[src/rtl/sdbq_pkg.sv]
// Shared types and constants for the spectrum dB baseline quantizer.
// No dependencies; every other file refers to it by scoped names.
package sdbq_pkg;

   localparam int CH_W    = 10;
   localparam int POW_W   = 32;
   localparam int BASE_W  = 24;
   localparam int SLOT_W  = 9;
   localparam int LEVEL_W = 16;
   localparam int GAIN_W  = 16;
   localparam int X_W     = 33;
   localparam int EXP_W   = 6;
   localparam int FRAC_W  = 24;
   localparam int LOG_W   = EXP_W + FRAC_W;
   localparam int D_W     = 26;
   localparam int PROD_W  = D_W + GAIN_W + 1;

   localparam int REQ_DATA_W = 72;
   localparam int RSP_DATA_W = 32;
   localparam int CSR_IDX_W  = 3;
   localparam int CSR_DATA_W = 16;

   localparam logic [CSR_IDX_W-1:0] CSR_GAIN        = 3'd0;
   localparam logic [CSR_IDX_W-1:0] CSR_RIGHT_FIRST = 3'd1;
   localparam logic [CSR_IDX_W-1:0] CSR_RIGHT_LAST  = 3'd2;
   localparam logic [CSR_IDX_W-1:0] CSR_LEFT_FIRST  = 3'd3;
   localparam logic [CSR_IDX_W-1:0] CSR_LEFT_LAST   = 3'd4;

   localparam logic KIND_LOAD   = 1'b0;
   localparam logic KIND_SAMPLE = 1'b1;

   localparam logic [GAIN_W-1:0] GAIN_RESET        = 16'd1000;
   localparam logic [CH_W-1:0]   RIGHT_FIRST_RESET = 10'd103;
   localparam logic [CH_W-1:0]   RIGHT_LAST_RESET  = 10'd512;
   localparam logic [CH_W-1:0]   LEFT_FIRST_RESET  = 10'd564;
   localparam logic [CH_W-1:0]   LEFT_LAST_RESET   = 10'd973;

   // 10*log10(2) in Q32, split into two 17 bit halves for the multipliers
   localparam logic [33:0] TEN_LOG2_Q32 = 34'd12929139865;
   localparam int K_SPLIT = 17;

   localparam logic signed [D_W-1:0] DB_OFFSET_Q16 = -26'sd6309806;
   localparam logic signed [D_W-1:0] DB_FLOOR_Q16  = -26'sd6553600;
   localparam logic signed [D_W-1:0] MARGIN_Q16    = 26'sd196608;

   localparam logic [LEVEL_W-1:0] LEVEL_MAX = 16'hFFFF;

   typedef struct packed {
      logic [GAIN_W-1:0] gain;
      logic [CH_W-1:0]   right_first;
      logic [CH_W-1:0]   right_last;
      logic [CH_W-1:0]   left_first;
      logic [CH_W-1:0]   left_last;
   } cfg_type;

   typedef struct packed {
      logic                     side;
      logic [SLOT_W-1:0]        slot;
      logic                     zero;
      logic signed [BASE_W-1:0] base;
   } tag_type;

endpackage

[src/rtl/sdbq_scale.sv]
// dB conversion, baseline subtraction, gain multiply and saturation.
// Depends on sdbq_pkg.
module sdbq_scale (
   input  logic                              clock,
   input  logic                              reset,
   input  logic                              adv,
   input  logic                              in_valid,
   input  sdbq_pkg::tag_type                 in_tag,
   input  logic [sdbq_pkg::LOG_W-1:0]        in_log,
   input  logic [sdbq_pkg::GAIN_W-1:0]       gain,
   output logic                              out_valid,
   output logic                              out_side,
   output logic [sdbq_pkg::SLOT_W-1:0]       out_slot,
   output logic [sdbq_pkg::LEVEL_W-1:0]      out_level
);

   localparam int PP_W = sdbq_pkg::LOG_W + sdbq_pkg::K_SPLIT;

   logic [sdbq_pkg::K_SPLIT-1:0] k_hi, k_lo;

   logic                                m1_valid_ff, m2_valid_ff, m3_valid_ff, m4_valid_ff;
   sdbq_pkg::tag_type                   m1_tag_ff, m2_tag_ff, m3_tag_ff, m4_tag_ff;
   logic [PP_W-1:0]                     m1_hi_ff, m1_lo_ff;
   logic [63:0]                         sum;
   logic [23:0]                         m2_scaled_ff;
   logic signed [sdbq_pkg::D_W-1:0]     db, d_in;
   logic signed [sdbq_pkg::D_W-1:0]     m3_d_ff;
   logic signed [sdbq_pkg::PROD_W-1:0]  m4_prod_ff;
   logic [sdbq_pkg::LEVEL_W-1:0]        level_in;
   logic                                m5_valid_ff;
   logic                                m5_side_ff;
   logic [sdbq_pkg::SLOT_W-1:0]         m5_slot_ff;
   logic [sdbq_pkg::LEVEL_W-1:0]        m5_level_ff;

   assign k_hi = sdbq_pkg::TEN_LOG2_Q32[33:17];
   assign k_lo = sdbq_pkg::TEN_LOG2_Q32[16:0];

   always_comb begin
      sum = {m1_hi_ff, 17'd0} + 64'(m1_lo_ff);
      db  = m2_tag_ff.zero ? sdbq_pkg::DB_FLOOR_Q16
                           : sdbq_pkg::DB_OFFSET_Q16 + $signed({2'b00, m2_scaled_ff});
      d_in = db - {{2{m2_tag_ff.base[23]}}, m2_tag_ff.base} + sdbq_pkg::MARGIN_Q16;
      if (m4_prod_ff <= 0) begin
         level_in = '0;
      end else if (m4_prod_ff[41:32] != '0) begin
         level_in = sdbq_pkg::LEVEL_MAX;
      end else begin
         level_in = m4_prod_ff[31:16];
      end
   end

   always_ff @(posedge clock) begin
      if (reset) begin
         m1_valid_ff <= 1'b0;
         m2_valid_ff <= 1'b0;
         m3_valid_ff <= 1'b0;
         m4_valid_ff <= 1'b0;
         m5_valid_ff <= 1'b0;
      end else if (adv) begin
         m1_valid_ff <= in_valid;
         m2_valid_ff <= m1_valid_ff;
         m3_valid_ff <= m2_valid_ff;
         m4_valid_ff <= m3_valid_ff;
         m5_valid_ff <= m4_valid_ff;
      end
   end

   always_ff @(posedge clock) begin
      if (adv) begin
         m1_tag_ff    <= in_tag;
         m1_hi_ff     <= PP_W'(in_log) * PP_W'(k_hi);
         m1_lo_ff     <= PP_W'(in_log) * PP_W'(k_lo);
         m2_tag_ff    <= m1_tag_ff;
         m2_scaled_ff <= sum[63:40];
         m3_tag_ff    <= m2_tag_ff;
         m3_d_ff      <= d_in;
         m4_tag_ff    <= m3_tag_ff;
         m4_prod_ff   <= $signed({1'b0, gain}) * m3_d_ff;
         m5_side_ff   <= m4_tag_ff.side;
         m5_slot_ff   <= m4_tag_ff.slot;
         m5_level_ff  <= level_in;
      end
   end

   assign out_valid = m5_valid_ff;
   assign out_side  = m5_side_ff;
   assign out_slot  = m5_slot_ff;
   assign out_level = m5_level_ff;

endmodule

[config.mk]
export PLATFORM = sky130hd
export DESIGN_NAME = sdbq_scale
export DESIGN_NICKNAME = d
export VERILOG_FILES = /design/src/rtl/sdbq_pkg.sv /design/src/rtl/sdbq_scale.sv
export SDC_FILE = /design/constraint.sdc
export NUM_CORES = 2
export LEC_CHECK = 0
export ABC_AREA = 1
export BUFFER_PORTS_ARGS = -buffer_cell sky130_fd_sc_hd__buf_4
export CORE_MARGIN = 1.5
export CORE_UTILIZATION = 35
export CTS_BUF_LIST = sky130_fd_sc_hd__clkbuf_8
export CTS_CLUSTER_SIZE = 8
export DETAILED_ROUTE_END_ITERATION = 8
export SYNTH_ARGS = -nofsm -noshare
export SYNTH_HDL_FRONTEND = slang
export SYNTH_SLANG_ARGS = --single-unit
[constraint.sdc]
create_clock -name clock -period 12 [get_ports clock]
set_input_delay 0.6 -clock clock [delete_from_list [all_inputs] [get_ports clock]]
set_output_delay 0.6 -clock clock [all_outputs]
set_load 0.1 [all_outputs]
# Yosys cells after proc, flatten, opt, wreduce, memory -nomap -nowiden
# Index checks and enable logic that the tools add are counted.
# word_totals
regBits	308
in_bits	85
out_inout_bits	27
word_cells	36
# op_classes
add_sub_neg	4
mul	3
magnitude_cmp	1
n_mux	2
n_reduce_logical	1
# op_table
operator	n
$mul A30 B17 Y47 const B	2
$add A64 B47 Y64	1
$le A43 B1 Y1 const B	1
$mul A17 B26 Y43	1
$add A24 B25 Y26 const A	1
$add A26 B18 Y26 const B	1
$mux W26	1
$sub A26 B26 Y26	1
$mux W16	1
$reduce_bool A10 Y1	1

# Logic depth before layout (Yosys ltp)
# logic_depth
word_depth	4
ltp_mapped	27
mapped_depth_nobuf	25

# Worst setup path before layout
# No wires, ideal clock.
# synth_timing
kind	in2reg
startpoint	input gain[3] (netlist name)
endpoint	register m4_prod_ff[36] (netlist name), data pin
setup_time_ns	0.252
arrival_ns	5.696
required_time_ns	11.748
setup_slack_ns	6.052
cell_stages	20
path_buffers	2
path_cell_list	clkbuf_1 clkbuf_1 nand2_1 fa_1 fa_1 inv_1 fa_1 fa_1 fa_1 inv_1 fa_1 inv_1 ha_1 nand2_1 nor2_1 inv_1 nor3_1 a21oi_1 nand3_1 nand2_1
# synth_via
elab_chain_cells	1
# synth_rtl
element	line	rtl
start, declared	sdbq_scale.sv:10	input logic [sdbq_pkg::GAIN_W-1:0] gain,
$mul A17 B26 Y43	sdbq_scale.sv:78	m4_prod_ff <= $signed({1'b0, gain}) * m3_d_ff;
end signal, assigned	sdbq_scale.sv:78	
end, declared	sdbq_scale.sv:28	logic signed [sdbq_pkg::PROD_W-1:0] m4_prod_ff;
# Every way passes these cells.
# A chain may end at the register's enable or synchronous reset.

# Final worst setup path
# layout_timing
startpoint	register m3_d_ff[25] (netlist name)
endpoint	register m4_prod_ff[37] (netlist name), data pin
# layout_via
elab_chain_cells	1
# layout_rtl
element	line	rtl
start, declared	sdbq_scale.sv:27	logic signed [sdbq_pkg::D_W-1:0] m3_d_ff;
start signal, assigned	sdbq_scale.sv:76	m3_d_ff <= d_in;
$mul A17 B26 Y43	sdbq_scale.sv:78	
# Every way passes these cells.

==> results.py <==
metrics = {
    "run_status": {
        "status": "complete, no violations",
    },
    "logic_synthesis": {
        "synth_area_leaders": "fa_1 (26%), edfxtp_1 (19%), ha_1 (17%)",
        "yosysSeqAreaShare": 0.192,
        "netlist_instances": 5539,
        "synth-edff-count": 286,
        "yosysUniqueCellTypes": 49,
        "synthesis.area_um2": 45300,
        "syn_nets": 6819,
        "yosysTopAreaCell": "fa_1",
        "ys_ff_latch": 291,
        "ys_warn_count": 0,
        "ys.flop_type": "edfxtp_1",
        "async_flop_share": 0,
        "postSynthAreaPerCell_um2": 8.18,
        "synth_most_common_cell": "inv_1",
        "yosys-top-cells-count": "inv_1 (1391), nand2_1 (1298), ha_1 (604)",
        "yosys.area.top_type_share": 0.261,
    },
    "placed_design": {
        "dpl.hpwl_mm": 108,
        "io_buffers": 111,
        "gp_congestion": 0.980,
        "dpl-instance-area_um2": 47900,
    },
    "clocking": {
        "cts_made_buffers": 50,
        "htreeDepth": 2,
        "cts.hold.buffers_added": 0,
        "worst_skew_pair.late_latency_ns": 0.73,
        "cts_setup_buffers": 0,
        "clk_pin_slew_ns": 0.08,
        "ctsResizeCount": 0,
        "clk_path_buf_depth": 3,
        "cts-root-buf": "clkbuf_8",
        "cts_tree": "done",
        "cts_sinks": 291,
    },
    "final_layout": {
        "stdcell_area_um2": 48900,
        "register_area_um2": 8690,
        "multi_input_area_um2": 31000,
        "syn_to_final_growth_pct": 7.97,
        "drive_above_1_share": 0.0416,
        "num-fill-cells": 13239,
        "nets": 6880,
    },
    "route": {
        "dr.first_iter.drc_count": 1966,
        "first_pass_iters": 5,
        "avgViaCountPerCell": 4.80,
        "wl_mm": 127,
        "drc_errors": 0,
        "vias": 35343,
        "antenna_left": 0,
        "wire_per_inst_um": 17.3,
    },
    "floorplanning": {
        "die_area_um2": 132000,
        "die_y_um": 363,
        "fp.dieW_um": 363,
        "placeableCoreArea_um2": 128000,
        "start_util": 0.354,
        "std_cell_rows": 131,
        "ioPinCount": 112,
    },
    "critical_path": {
        "crit_start": "m3_d_ff[25]$_DFFE_PP_",
        "arrival_ns": 6.74,
        "reg2reg_slack_ns": 5.67,
        "r2r_end": "m4_prod_ff[37]$_DFFE_PP_",
        "path_class": "register to register",
        "crit_path_end_kind": "register",
        "reg2reg_depth": 18,
        "crit_required_ns": 12.40,
        "cp_max_fo": 16,
        "start_kind": "register",
        "r2r_start": "m3_d_ff[25]$_DFFE_PP_",
    },
    "grt": {
        "gr-usage-all-layers": 0.196,
        "grt_overflow": 0,
        "grt_pass1_vias": 36827,
        "grt_first_pass_wirelength_mm": 202,
        "antenna_found_initial": 1,
        "grt_max_degree": 95,
    },
    "flow_run": {
        "maxCapViolations": 0,
    },
    "sta": {
        "fin_skew_ns": 0.0945,
        "finalHoldViolCount": 0,
        "final.min_clock_period_ns": 6.34,
        "fin_crit_sh": 0.528,
        "slew_headroom": 0.367,
        "rsz0062_at_grt": "no",
        "fin_setup_tns_ns": 0,
        "slew_viol_final": 0,
        "worstMarginPinSlew_ns": 0.950,
        "fmax_mhz": 158,
        "final-setup-viol-count": 0,
    },
    "min_path": {
        "worstHoldPathType": "primary input to register",
        "min_path_cells": 1,
        "min_to": "m1_tag_ff[13]$_DFFE_PP_",
        "holdCritStartpoint": "in_tag[13]",
    },
}
-- worst max path at each step --
stage	to	slack [ns]	cells past startpoint
finish	m4_prod_ff[37]$_DFFE_PP_	5.67	18
global route	m4_prod_ff[42]$_DFFE_PP_	5.20	18
CTS	m4_prod_ff[37]$_DFFE_PP_	5.59	18
detailed placement	m4_prod_ff[37]$_DFFE_PP_	5.64	19
global placement	m4_prod_ff[42]$_DFFE_PP_	5.72	20
floorplan	m4_prod_ff[36]$_DFFE_PP_	6.05	20
-- state kept, by name, indices dropped and copies added, names as in the netlist --
signal	count
m3_valid_ff	1
m3_tag_ff	10
m4_tag_ff	10
m4_valid_ff	1
out_slot	9
out_valid	1
m3_d_ff	26
m2_valid_ff	1
m2_scaled_ff	24
m2_tag_ff	35
m1_lo_ff	30
out_side	1
out_level	16
m1_hi_ff	47
m4_prod_ff	43
m1_valid_ff	1
m1_tag_ff	35
-- stage by stage --
stage               utilization  hold WS [ns]  worst slack [ns]  std cells
floorplan                     -         0.400              6.05       5539
global placement          0.374         0.400              5.72       7277
detailed placement        0.374         0.405              5.64       7277
CTS                       0.382      0.000727              5.59       7360
global route              0.382        0.0232              5.20       7361
finish                    0.382        0.0640              5.67       7361
-- cells by family after synthesis --
group	after synthesis	synth area share
AND/OR/NAND/NOR	1992	0.180
adder cells (fa/ha/maj)	1195	0.428
AO/OA/AOI/OAI	456	0.0551
buffers and inverters	1499	0.124
flip-flops	291	0.192
XOR/XNOR	106	0.0205
-- worst max-delay path, cell delays in order (launching register included) --
cell      delay [ns]
edfxtp_1        0.75
nand2_1         0.25
fa_1            0.80
fa_1            0.50
inv_1           0.31
fa_1            0.51
fa_1            0.50
fa_1            0.49
inv_1           0.05
fa_1            0.47
inv_1           0.04
ha_1            0.40
nand2_1         0.13
nor2_1          0.24
nand2_1         0.11
nor2_1          0.14
nand3_1         0.12
nand4_1         0.11
nand2_1         0.05
-- metal layers --
metal | vias to the layer above | wire length, um | GRT usage
met1 | 17218 | 54400 | 0.252
li1 | 17084 | - | -
met2 | 883 | 63400 | 0.349
met5 | - | 0 | 0
met4 | 0 | 3140 | 0.0503
met3 | 158 | 6160 | 0.0198
-- cells in the final DEF, fill, tap and decap left out, types with 34 or more instances in the layout --
| cell type | Yosys | final |
|---|---|---|
| nor2_1 | 375 | 375 |
| clkbuf_8 | 0 | 50 |
| a21oi_1 | 240 | 240 |
| o21ai_0 | 126 | 126 |
| inv_1 | 1391 | 1402 |
| fa_1 | 591 | 591 |
| nand4_1 | 69 | 69 |
| buf_4 | 0 | 113 |
| xnor2_1 | 34 | 34 |
| nand3_1 | 151 | 151 |
| edfxtp_1 | 286 | 286 |
| xor2_1 | 72 | 72 |
| nand2_1 | 1298 | 1298 |
| ha_1 | 604 | 604 |
-- layout make-up --
type,count,area share
timing repair buffer,114,0.0176
inverter,1394,0.107
multi-input combinational,3749,0.633
antenna,1,0.0000511
tap,1729,0.0442
sequential,291,0.178
clock buffer,50,0.0141
clock inverter,33,0.00614
Power is not shown: default switching activity piles up to over one toggle a cycle in this logic, so the estimate is an artifact.
